## src/cbmirq_pkg.sv

```systemverilog
// Shared types, codes and constants for the cartridge bank mapper.
`default_nettype none

package cbmirq_pkg;

    localparam int REG_COUNT = 16;
    localparam int REG_SEL_W = $clog2(REG_COUNT);

    localparam logic [7:0]           BANK_SPLIT = 8'h40;
    localparam logic [7:0]           BANK_LAST  = 8'hFF;
    localparam logic [REG_SEL_W-1:0] ADD_REG    = REG_SEL_W'(4'hB);

    localparam logic [15:0] ADDR_IRQ_LO    = 16'hD600;
    localparam logic [15:0] ADDR_IRQ_HI    = 16'hD700;
    localparam logic [15:0] ADDR_IRQ_ACK   = 16'hD800;
    localparam logic [15:0] ADDR_IRQ_CTRL  = 16'hD900;
    localparam logic [15:0] SEL_MASK       = 16'h0F00;

    typedef enum logic [2:0] {
        OP_WRITE    = 3'd0,
        OP_READ     = 3'd1,
        OP_TICK     = 3'd2,
        OP_CPU_XLAT = 3'd3,
        OP_PAT_XLAT = 3'd4
    } op_t;

    typedef enum logic [2:0] {
        TGT_CHIP0 = 3'd0,
        TGT_CHIP1 = 3'd1,
        TGT_WRAM  = 3'd2,
        TGT_PRAM  = 3'd3,
        TGT_NONE  = 3'd4
    } target_t;

    typedef struct packed {
        target_t     tgt;
        logic [7:0]  bank;
        logic [12:0] offset;
    } xlat_t;

    // A ROM window register at or above the split value selects the second chip.
    function automatic xlat_t rom_window(input logic [7:0] v, input logic [15:0] addr);
        xlat_t r;
        r.offset = addr[12:0];
        if (v >= BANK_SPLIT)
        begin
            r.tgt  = TGT_CHIP1;
            r.bank = v - BANK_SPLIT;
        end
        else
        begin
            r.tgt  = TGT_CHIP0;
            r.bank = {2'b00, v[5:0]};
        end
        return r;
    endfunction

endpackage

`default_nettype wire

```

## src/cartridge_bank_mapper_with_irq_top.sv

```systemverilog
// Top level of the cartridge bank mapper with its cycle-counting interrupt.
`default_nettype none

// The mapper takes one request beat per cycle: a CPU write, a CPU read, a
// cycle tick or an address translation, and returns exactly one result beat
// for each. A request is captured in an input register, worked out by a
// single pass of short logic against the mapper state, and the result lands
// in an output register, so that a new item may be accepted in every cycle
// while the output side keeps up. When the output is stalled the input
// register still takes one more beat before the input stall rises. The state
// (sixteen bank registers, the 16-bit reload value, the 17-bit counter and
// the interrupt flags) is updated at the same edge that loads the result, so
// each request sees the effect of every earlier one. Every result carries
// the interrupt line as it stands after that request; the target reads as
// unmapped, with bank and offset zero, for anything that is not a
// translation, and the read data is zero for anything that is not a read.
// Mirroring is not handled here.
module cartridge_bank_mapper_with_irq_top (
    input  wire logic        clk,
    input  wire logic        rst_n,
    input  wire logic        in_valid,
    output logic             in_stall,
    input  wire logic [2:0]  opcode,
    input  wire logic [15:0] address,
    input  wire logic [7:0]  data,
    input  wire logic [7:0]  cycles,
    output logic             out_valid,
    input  wire logic        out_stall,
    output logic [7:0]       read_data,
    output logic             irq_line,
    output logic [2:0]       target,
    output logic [7:0]       bank,
    output logic [12:0]      offset
);
    import cbmirq_pkg::*;

    // Input register.
    logic        s1_valid_reg;
    logic [2:0]  s1_opcode_reg;
    logic [15:0] s1_address_reg;
    logic [7:0]  s1_data_reg;
    logic [7:0]  s1_cycles_reg;

    // Mapper state.
    logic [7:0]  bank_regs_reg [REG_COUNT];
    logic [7:0]  bank_regs_next [REG_COUNT];
    logic [15:0] irq_reload_reg, irq_reload_next;
    logic [16:0] irq_counter_reg, irq_counter_next;
    logic        irq_counting_reg, irq_counting_next;
    logic        enable_after_ack_reg, enable_after_ack_next;
    logic        irq_asserted_reg, irq_asserted_next;

    // Result register.
    logic        out_valid_reg;
    logic [7:0]  read_data_reg, read_data_next;
    logic [2:0]  target_reg;
    logic [7:0]  bank_reg;
    logic [12:0] offset_reg;
    xlat_t       xlat_next;

    logic                 in_accept;
    logic                 advance;
    logic [REG_SEL_W-1:0] sel;
    logic [16:0]          tick_sum;
    op_t                  s1_op;

    // The input register moves on whenever the output register is free or
    // is being emptied in the same cycle.
    assign advance   = s1_valid_reg && (!out_valid_reg || !out_stall);
    assign in_stall  = s1_valid_reg && !advance;
    assign in_accept = in_valid && !in_stall;

    assign s1_op    = op_t'(s1_opcode_reg);
    assign sel      = s1_address_reg[11:8];
    assign tick_sum = irq_counter_reg + {9'd0, s1_cycles_reg};

    always_comb
    begin
        bank_regs_next        = bank_regs_reg;
        irq_reload_next       = irq_reload_reg;
        irq_counter_next      = irq_counter_reg;
        irq_counting_next     = irq_counting_reg;
        enable_after_ack_next = enable_after_ack_reg;
        irq_asserted_next     = irq_asserted_reg;
        read_data_next        = 8'd0;
        xlat_next.tgt         = TGT_NONE;
        xlat_next.bank        = 8'd0;
        xlat_next.offset      = 13'd0;

        case (s1_op)
            OP_WRITE:
            begin
                // Writes below the cartridge space change no mapper state.
                if (s1_address_reg[15])
                begin
                    bank_regs_next[sel] = s1_data_reg;
                    if (s1_address_reg == ADDR_IRQ_LO)
                    begin
                        irq_reload_next[7:0] = s1_data_reg;
                    end
                    else if (s1_address_reg == ADDR_IRQ_HI)
                    begin
                        irq_reload_next[15:8] = s1_data_reg;
                    end
                    else if (s1_address_reg == ADDR_IRQ_CTRL)
                    begin
                        irq_counter_next      = {1'b0, irq_reload_reg};
                        irq_counting_next     = s1_data_reg[1];
                        enable_after_ack_next = s1_data_reg[0];
                        irq_asserted_next     = 1'b0;
                    end
                    else if (s1_address_reg == ADDR_IRQ_ACK)
                    begin
                        irq_counting_next = enable_after_ack_reg;
                        irq_asserted_next = 1'b0;
                    end
                end
            end
            OP_READ:
            begin
                read_data_next = bank_regs_reg[sel] + bank_regs_reg[ADD_REG];
            end
            OP_TICK:
            begin
                // A carry into bit 16 raises the interrupt and reloads.
                if (irq_counting_reg)
                begin
                    if (tick_sum[16])
                    begin
                        irq_asserted_next = 1'b1;
                        irq_counter_next  = {1'b0, irq_reload_reg};
                    end
                    else
                    begin
                        irq_counter_next = tick_sum;
                    end
                end
            end
            OP_CPU_XLAT:
            begin
                if (s1_address_reg inside {[16'hE000:16'hFFFF]})
                begin
                    xlat_next.tgt    = TGT_CHIP1;
                    xlat_next.bank   = BANK_LAST;
                    xlat_next.offset = s1_address_reg[12:0];
                end
                else if (s1_address_reg inside {[16'hC000:16'hDFFF]})
                begin
                    xlat_next = rom_window(bank_regs_reg[4], s1_address_reg);
                end
                else if (s1_address_reg inside {[16'hA000:16'hBFFF]})
                begin
                    xlat_next = rom_window(bank_regs_reg[3], s1_address_reg);
                end
                else if (s1_address_reg inside {[16'h8000:16'h9FFF]})
                begin
                    xlat_next = rom_window(bank_regs_reg[2], s1_address_reg);
                end
                else if (s1_address_reg inside {[16'h7000:16'h7FFF]})
                begin
                    xlat_next.tgt    = TGT_WRAM;
                    xlat_next.bank   = 8'd2;
                    xlat_next.offset = {1'b0, s1_address_reg[11:0]};
                end
                else if (s1_address_reg inside {[16'h6000:16'h6FFF]})
                begin
                    xlat_next.tgt    = TGT_WRAM;
                    xlat_next.bank   = {7'd0, bank_regs_reg[0][0]};
                    xlat_next.offset = {1'b0, s1_address_reg[11:0]};
                end
            end
            OP_PAT_XLAT:
            begin
                if (s1_address_reg inside {[16'h0000:16'h0FFF]})
                begin
                    xlat_next.tgt    = TGT_PRAM;
                    xlat_next.bank   = {7'd0, bank_regs_reg[5][0]};
                    xlat_next.offset = {1'b0, s1_address_reg[11:0]};
                end
                else if (s1_address_reg inside {[16'h1000:16'h1FFF]})
                begin
                    xlat_next.tgt    = TGT_PRAM;
                    xlat_next.bank   = 8'd0;
                    xlat_next.offset = {1'b0, s1_address_reg[11:0]};
                end
            end
            default:
            begin
                // Undefined requests leave the state alone.
            end
        endcase
    end

    // Control and mapper state.
    always_ff @(posedge clk or negedge rst_n)
    begin
        if (!rst_n)
        begin
            s1_valid_reg         <= 1'b0;
            out_valid_reg        <= 1'b0;
            irq_reload_reg       <= '0;
            irq_counter_reg      <= '0;
            irq_counting_reg     <= 1'b0;
            enable_after_ack_reg <= 1'b0;
            irq_asserted_reg     <= 1'b0;
            for (int i = 0; i < REG_COUNT; i++)
            begin
                bank_regs_reg[i] <= '0;
            end
        end
        else
        begin
            if (in_accept)
            begin
                s1_valid_reg <= 1'b1;
            end
            else if (advance)
            begin
                s1_valid_reg <= 1'b0;
            end

            if (advance)
            begin
                out_valid_reg <= 1'b1;
            end
            else if (!out_stall)
            begin
                out_valid_reg <= 1'b0;
            end

            if (advance)
            begin
                bank_regs_reg        <= bank_regs_next;
                irq_reload_reg       <= irq_reload_next;
                irq_counter_reg      <= irq_counter_next;
                irq_counting_reg     <= irq_counting_next;
                enable_after_ack_reg <= enable_after_ack_next;
                irq_asserted_reg     <= irq_asserted_next;
            end
        end
    end

    // Payload registers.
    always_ff @(posedge clk)
    begin
        if (in_accept)
        begin
            s1_opcode_reg  <= opcode;
            s1_address_reg <= address;
            s1_data_reg    <= data;
            s1_cycles_reg  <= cycles;
        end
        if (advance)
        begin
            read_data_reg <= read_data_next;
            target_reg    <= xlat_next.tgt;
            bank_reg      <= xlat_next.bank;
            offset_reg    <= xlat_next.offset;
        end
    end

    assign out_valid = out_valid_reg;
    assign read_data = read_data_reg;
    assign irq_line  = irq_asserted_reg;
    assign target    = target_reg;
    assign bank      = bank_reg;
    assign offset    = offset_reg;

    // The counter reloads from a 16-bit value and never keeps a carry.
    assert property (@(posedge clk) disable iff (!rst_n) !irq_counter_reg[16])
        else $error("interrupt counter kept a carry in bit 16");

    // An acknowledge or control write always drops the interrupt.
    assert property (@(posedge clk) disable iff (!rst_n)
        advance && s1_opcode_reg == OP_WRITE &&
        (s1_address_reg == ADDR_IRQ_ACK || s1_address_reg == ADDR_IRQ_CTRL)
        |=> !irq_line)
        else $error("interrupt still asserted after acknowledge");

    // Only translations produce a mapped target.
    assert property (@(posedge clk) disable iff (!rst_n)
        advance && s1_opcode_reg != OP_CPU_XLAT && s1_opcode_reg != OP_PAT_XLAT
        |=> target == TGT_NONE && bank == 8'd0 && offset == 13'd0)
        else $error("mapped target on a request that is not a translation");

    // The interrupt can only rise through a tick.
    assert property (@(posedge clk) disable iff (!rst_n)
        $rose(irq_asserted_reg) |-> $past(advance) && $past(s1_opcode_reg) == OP_TICK)
        else $error("interrupt raised without a tick");

endmodule

`default_nettype wire
```

## config.mk

```make
export PLATFORM = sky130hd
export DESIGN_NAME = cartridge_bank_mapper_with_irq_top
export DESIGN_NICKNAME = d
export VERILOG_FILES = /design/src/cbmirq_pkg.sv /design/src/cartridge_bank_mapper_with_irq_top.sv
export SDC_FILE = /design/constraint.sdc
export NUM_CORES = 1
export LEC_CHECK = 0
export BUFFER_PORTS_ARGS = -buffer_cell sky130_fd_sc_hd__buf_2
export CAP_MARGIN = 5
export CORE_MARGIN = 2
export CORE_UTILIZATION = 65
export CTS_BUF_LIST = sky130_fd_sc_hd__clkbuf_16
export DETAILED_ROUTE_END_ITERATION = 7
export HOLD_SLACK_MARGIN = 0.06
export PLACE_DENSITY = 0.85
export SKIP_CTS_REPAIR_TIMING = 1
export SLEW_MARGIN = 30
export SYNTH_ARGS = -nofsm -noshare
export SYNTH_HDL_FRONTEND = slang
export SYNTH_SLANG_ARGS = --single-unit
```

## constraint.sdc

```tcl
create_clock -name clk -period 6.3 [get_ports clk]
set_input_delay 1.26 -clock clk [delete_from_list [all_inputs] [get_ports clk]]
set_output_delay 1.26 -clock clk [all_outputs]
set_load 0.1 [all_outputs]
```

* After elaboration in Yosys (flattened, before gate mapping)
Cells that the tools add are included.
** Storage, ports and cells
- Flip-flop bits (word level) :: 233
- Output and inout bits :: 35
- Logic and storage cells :: 144
** Cells by class
- Add/sub/neg operators :: 5
- Magnitude comparators :: 21
- Eq/ne operators :: 16
- Mux-type cells :: 39
- Bitwise gates (word level) :: 3
- Reduce and logical (&&, ||, !) cells :: 28
** Operators by type and width (number)
- $mux 24 :: 8
- $bwmux 128 :: 1
- $mux 17 :: 5
- $eq 16x16->1 const B :: 4
- $ge 16x16->1 const B :: 4
- $le 16x16->1 const B :: 4
- $pmux 24 s2 :: 1
- $pmux 17 s2 :: 1
- $bmux 8 s4 :: 1
- $demux 8 s4 :: 1
- $ge 16x15->1 const B :: 2
- $le 16x15->1 const B :: 2
- $mux 9 :: 3
- $ge 8x7->1 const B :: 3
- $mux 8 :: 3
- $sub 8x7->8 const B :: 3
- $add 17x8->17 :: 1
- $ge 16x1->1 const B :: 1
- $ge 16x13->1 const B :: 1
- $le 16x12->1 const B :: 1
- $le 16x13->1 const B :: 1
- $mux 16 :: 1
- $mux 1 :: 13
- $logic_and 1x1->1 :: 12
- other kinds (22) :: 35

* Logic depth before layout (Yosys ltp)
- Word-level depth :: 9
- Gate-level depth with buffers :: 13

* Worst setup path after synthesis
No wires, ideal clock.
- Kind :: input to register
- From :: input port out_stall
- To :: register bank_regs_reg[24] in the netlist's numbering
- Library setup time :: 0.125 ns
- Data arrival time :: 3.928 ns
- Data required time :: 6.175 ns
- Setup slack :: 2.247 ns
- Stages on the path :: 6
- Path buffers :: 1
- Cells stage by stage :: a21boi_2 -> nand3_1 -> or4_1 -> clkbuf_1 -> nor2_2 -> mux2_2
** On the way
- Cells in the longest elaborated chain, start to end :: 4
** RTL lines
- start, declared :: line cartridge_bank_mapper_with_irq_top.sv:28 : input wire logic out_stall,
- $logic_not 1->1
- $logic_or 1x1->1 :: line cartridge_bank_mapper_with_irq_top.sv:69 : assign advance = s1_valid_reg && (!out_valid_reg || !out_stall);
- $logic_and 1x1->1 :: line cartridge_bank_mapper_with_irq_top.sv:69
- $reduce_and 3->1 (no line)
- end signal, assigned :: line cartridge_bank_mapper_with_irq_top.sv:233 : bank_regs_reg <= bank_regs_next;
- end, declared :: line cartridge_bank_mapper_with_irq_top.sv:45 : logic [7:0] bank_regs_reg [REG_COUNT];
No other way between the ends.
A chain may end at the register's enable or synchronous reset.

* Worst setup path in the final report
- From :: register s1_address_reg[8]
- To :: register read_data_reg[7] (netlist: read_data[7]), data pin
** On the way
- Cells in the longest elaborated chain, start to end :: 5
** RTL lines
- start, declared :: line cartridge_bank_mapper_with_irq_top.sv:40 : logic [15:0] s1_address_reg;
- start signal, assigned :: line cartridge_bank_mapper_with_irq_top.sv:249 : s1_address_reg <= address;
- $not 4->5 (implied by the code) :: line cartridge_bank_mapper_with_irq_top.sv:121 : read_data_next = bank_regs_reg[sel] + bank_regs_reg[ADD_REG];
- $bmux 8 s4 :: line cartridge_bank_mapper_with_irq_top.sv:121
- $mux 8 (implied by the code) (2 in series) :: line cartridge_bank_mapper_with_irq_top.sv:121
- $add 8x8->8 :: line cartridge_bank_mapper_with_irq_top.sv:121
- end signal, assigned :: line cartridge_bank_mapper_with_irq_top.sv:255 : read_data_reg <= read_data_next;
- end, declared :: line cartridge_bank_mapper_with_irq_top.sv:55 : logic [7:0] read_data_reg, read_data_next;
No other way between the ends. The select of a mux whose other input is x is not followed.

==> impl_results.md <==
* Status: complete, but fails checks
* Failing checks: DRC
* Die area at 0.0176 mm^2
* Drt total wl at ~24 mm
* End of the worst hold path: irq_counter_reg[2]
* Yosys warnings at 0
* VDD IR max at around 0.00021 V
* Gate power share at about a tenth
* Switching share of power at between 20 and 30%
* Reg2Reg Launch Point: s1_address_reg[8]
* Io pins at 74
* Post-synthesis cell count at roughly 770
* HPWL Detailed at approximately 16 mm
* # fillers at around 950
* Yosys cell types at 60
* DR vias at between 6000 and 7000
* Worst-path clk slew at about 0.060 ns
* Number of global-route vias before repair at just over 7000
* DIE HEIGHT at between 100 and 150 um
* H-tree levels at 1
* Crit-path cells: buf_8 -> buf_4 -> mux4_2 -> mux4_2 -> ha_1 -> nor2b_1 -> o31a_1 -> o41ai_1 -> xnor2_1 -> nor2_1
* Area grow syn2layout at 12.8%
* Port Buffers at between 70 and 80
* Layout cells sized above 1 at approximately 37%
* Crit path launch type: flip-flop
* First-pass GRT wire length at roughly 38 mm
* Met3 Use GR at under 10%
* DRC errors left at 1
* Max reg flops at approximately 130
* Post-layout min period at just under 4 ns
* Post-synthesis async set-or-reset flop share at a little under three quarters
* Tcrit/Tclk final at just over 60%
* Total power at ~3.4 mW
* Worst rel slew slack at between 30% and 40%
* Slew Limit Fails at 0
* Part of the power in registers at between 40% and 50%
* Core Area at between 0.015 and 0.02 mm^2
* Pleak at around 5.5 nW
* Most Used Layer, Global Route: met2
* CTS tree: built
* DRT Pass-1 Iters at 8
* Pwr dens at about 280 mW/mm^2
* Initial antenna violation count at 0
* Final TNS setup at 0 ns
* CTS buffer count at 24
* Placer Congestion at just under 0.9
* Reg2reg path depth at 10
* Area occupied by registers at ~0.0061 mm^2
* Max Cap Viol at 0
* Longest Clk Path Bufs at 3
* Pint at ~2.5 mW
* Multi-input gate area at between 0.004 and 0.005 mm^2
* Hold Fails Final Rpt at 0
* Synthesized net count at 821
* CP dominant cell by count: mux4_2
* Antenna Nets Post-Route at 0
* Crit. End Element: flip-flop
* Antenna diodes at 0
* Clk pwr share at 40.3%
* DR iter-0 viols at between 600 and 700
* Die W at about 130 um
* RSZ-0062 raised after global routing: no
* Final layout net count at 894
* Worst Path Arrival at 4.17 ns
* Worst hold start: irq_counter_reg[2]
* RR Endpoint: read_data[7]
* Synthesized area at between 0.01 and 0.015 mm^2
* Post-synth EDFFs at 67
* Synth Flop Type: dfrtp_1
* Peak Freq at around 0.26 GHz
* Initial Utilization at 65.7%
* Vias per cell at about 6.4
* Synthesized area per cell at approximately 14 um^2
* Largest net degree at the start of global routing at 112
* Clock Skews at 0.00901 ns
* Tightest Pin Transition at between 0.9 and 1 ns
* Site Rows at 47
* Critical-path top delay cell: edfxtp_1
* Sequential fraction of the synthesis area at 57.0%
* Total GRT Usage at 27.9%
* Synth Register Bits at roughly 230
* Hold Path Depth at 2
* Max stage delay on crit path at around 0.73 ns
* Sink Count at about 230
* Endpoints failing setup at 0
* Reg-to-reg slack, setup at approximately 2.4 ns
* Crit path max fanout at 10
* Crit path kind: flip-flop to flip-flop
* Clock Latency Late Sink at 0.51 ns
* Hold Crit Class: flip-flop to flip-flop
* Met2 GRT Util at between 40% and 50%
* Routed length per instance at around 22 um
* Root Buffer: clkbuf_16
* Switching component of the power at 856 uW
* Required @ worst endpoint at between 6 and 7 ns
* Met1 Use GR at 38.8%
* Grt total ovfl at 0
stage by stage:
stage	instances	hold WS, ns	worst slack, ns	cell area [um^2]	utilization [%]
after floorplan	765	0.443	2.25	10800	-
after global placement	1030	0.461	2.24	11400	69.2
after detailed placement	1031	0.484	2.18	11400	69.3
after CTS	1075	0.499	2.34	12100	73.9
after global routing	1076	0.512	2.21	12200	74.1
final	1076	0.495	2.39	12200	74.1
area by class of cell:
class                           count  share of cell area, %
Sequential cell                   232                   50.5
Multi-Input combinational cell    480                   36.5
Clock buffer                       25                   5.14
Timing Repair Buffer               83                   3.92
Tap cell                          220                   2.26
Clock inverter                     19                   1.15
Inverter                           17                  0.525
worst max-delay path by stage:
stage / cells after the start / end / from
global route: 10 / read_data[7] / s1_address_reg[8]
detailed placement: 7 / irq_reload_reg[2] / out_stall
finish: 10 / read_data[7] / s1_address_reg[8]
floorplan: 6 / bank_regs_reg[24] / out_stall
CTS: 10 / read_data[7] / s1_address_reg[8]
global placement: 10 / read_data[7] / s1_address_reg[8]
worst max-delay path: cells and delay by family (launching register included):
kind                     cells  cell delay, ns
buffers and inverters        2            0.48
multiplexers                 2            1.02
XOR/XNOR                     1            0.19
flip-flops                   1            0.73
adder cells (fa/ha/maj)      1            0.34
AO/OA/AOI/OAI                2            0.67
AND/OR/NAND/NOR              2            0.21
cells in the mapped netlist (5+ instances only):
master | count | area (um^2)
mux2i_1 | 13 | 130
dfrtp_1 | 165 | 4130
a211oi_1 | 7 | 52.6
nand2b_1 | 10 | 62.6
a21o_1 | 5 | 37.5
nand2_1 | 31 | 116
nand3_1 | 12 | 60.1
o21ai_0 | 20 | 100
buf_1 | 8 | 30.0
edfxtp_1 | 67 | 2010
a21oi_1 | 22 | 110
ha_1 | 15 | 188
nor3_1 | 14 | 70.1
nor2_1 | 48 | 180
and2_1 | 11 | 68.8
xnor2_1 | 10 | 87.6
clkbuf_1 | 24 | 90.1
inv_1 | 17 | 63.8
mux2_2 | 147 | 1660
mux4_2 | 39 | 878
nand4_1 | 5 | 31.3
o22ai_1 | 6 | 37.5
power groups by stage:
stage	combinational (mW)	sequential (mW)	clock [mW]
2_1_floorplan	0.156	1.79	0
3_3_place_gp	0.318	1.71	0
3_5_place_dp	0.329	1.71	0
4_1_cts	0.332	1.69	1.37
5_1_grt	0.353	1.70	1.44
6_report	0.332	1.69	1.37
cells by family (layout without fill, tap and decap cells):
kind of cell	after synthesis	after routing	synth area share (%)
multiplexers	201	201	24.9
XOR/XNOR	13	13	1.06
flip-flops	232	232	57.0
AO/OA/AOI/OAI	88	88	5.33
AND/OR/NAND/NOR	161	161	7.69
buffers and inverters	53	144	1.95
adder cells (fa/ha/maj)	17	17	2.11
metal layers:
layer / vias to the layer above / share of wire [%]
li1: 3022 / -
met1: 3493 / 40
met2: 318 / 50
met3: 54 / 6.5
met4: 0 / 2.9
met5: - / 0
placed cells by master, fill, tap and decap left out, types with 3 or more instances in the layout:
| cell type | instances |
|---|---|
| dfrtp_1 | 165 |
| clkinv_2 | 3 |
| a211oi_1 | 7 |
| o21ai_0 | 20 |
| clkbuf_16 | 25 |
| o22ai_1 | 6 |
| nor2b_1 | 4 |
| inv_1 | 20 |
| edfxtp_1 | 67 |
| nand3_1 | 12 |
| o211ai_1 | 3 |
| buf_4 | 8 |
| xor2_1 | 3 |
| mux4_2 | 39 |
| nor4_1 | 4 |
| clkinvlp_4 | 3 |
| nor2_1 | 48 |
| buf_2 | 72 |
| xnor2_1 | 10 |
| mux2_2 | 147 |
| nand2_1 | 31 |
| or4_1 | 3 |
| nand2b_1 | 10 |
| a21oi_1 | 22 |
| mux2i_1 | 13 |
| nor2_2 | 3 |
| ha_1 | 15 |
| a21o_1 | 5 |
| and2_1 | 11 |
| or2_2 | 4 |
| clkinv_1 | 7 |
| nand4_1 | 5 |
| nor3_1 | 14 |
Power figures use the tool's default switching activity.
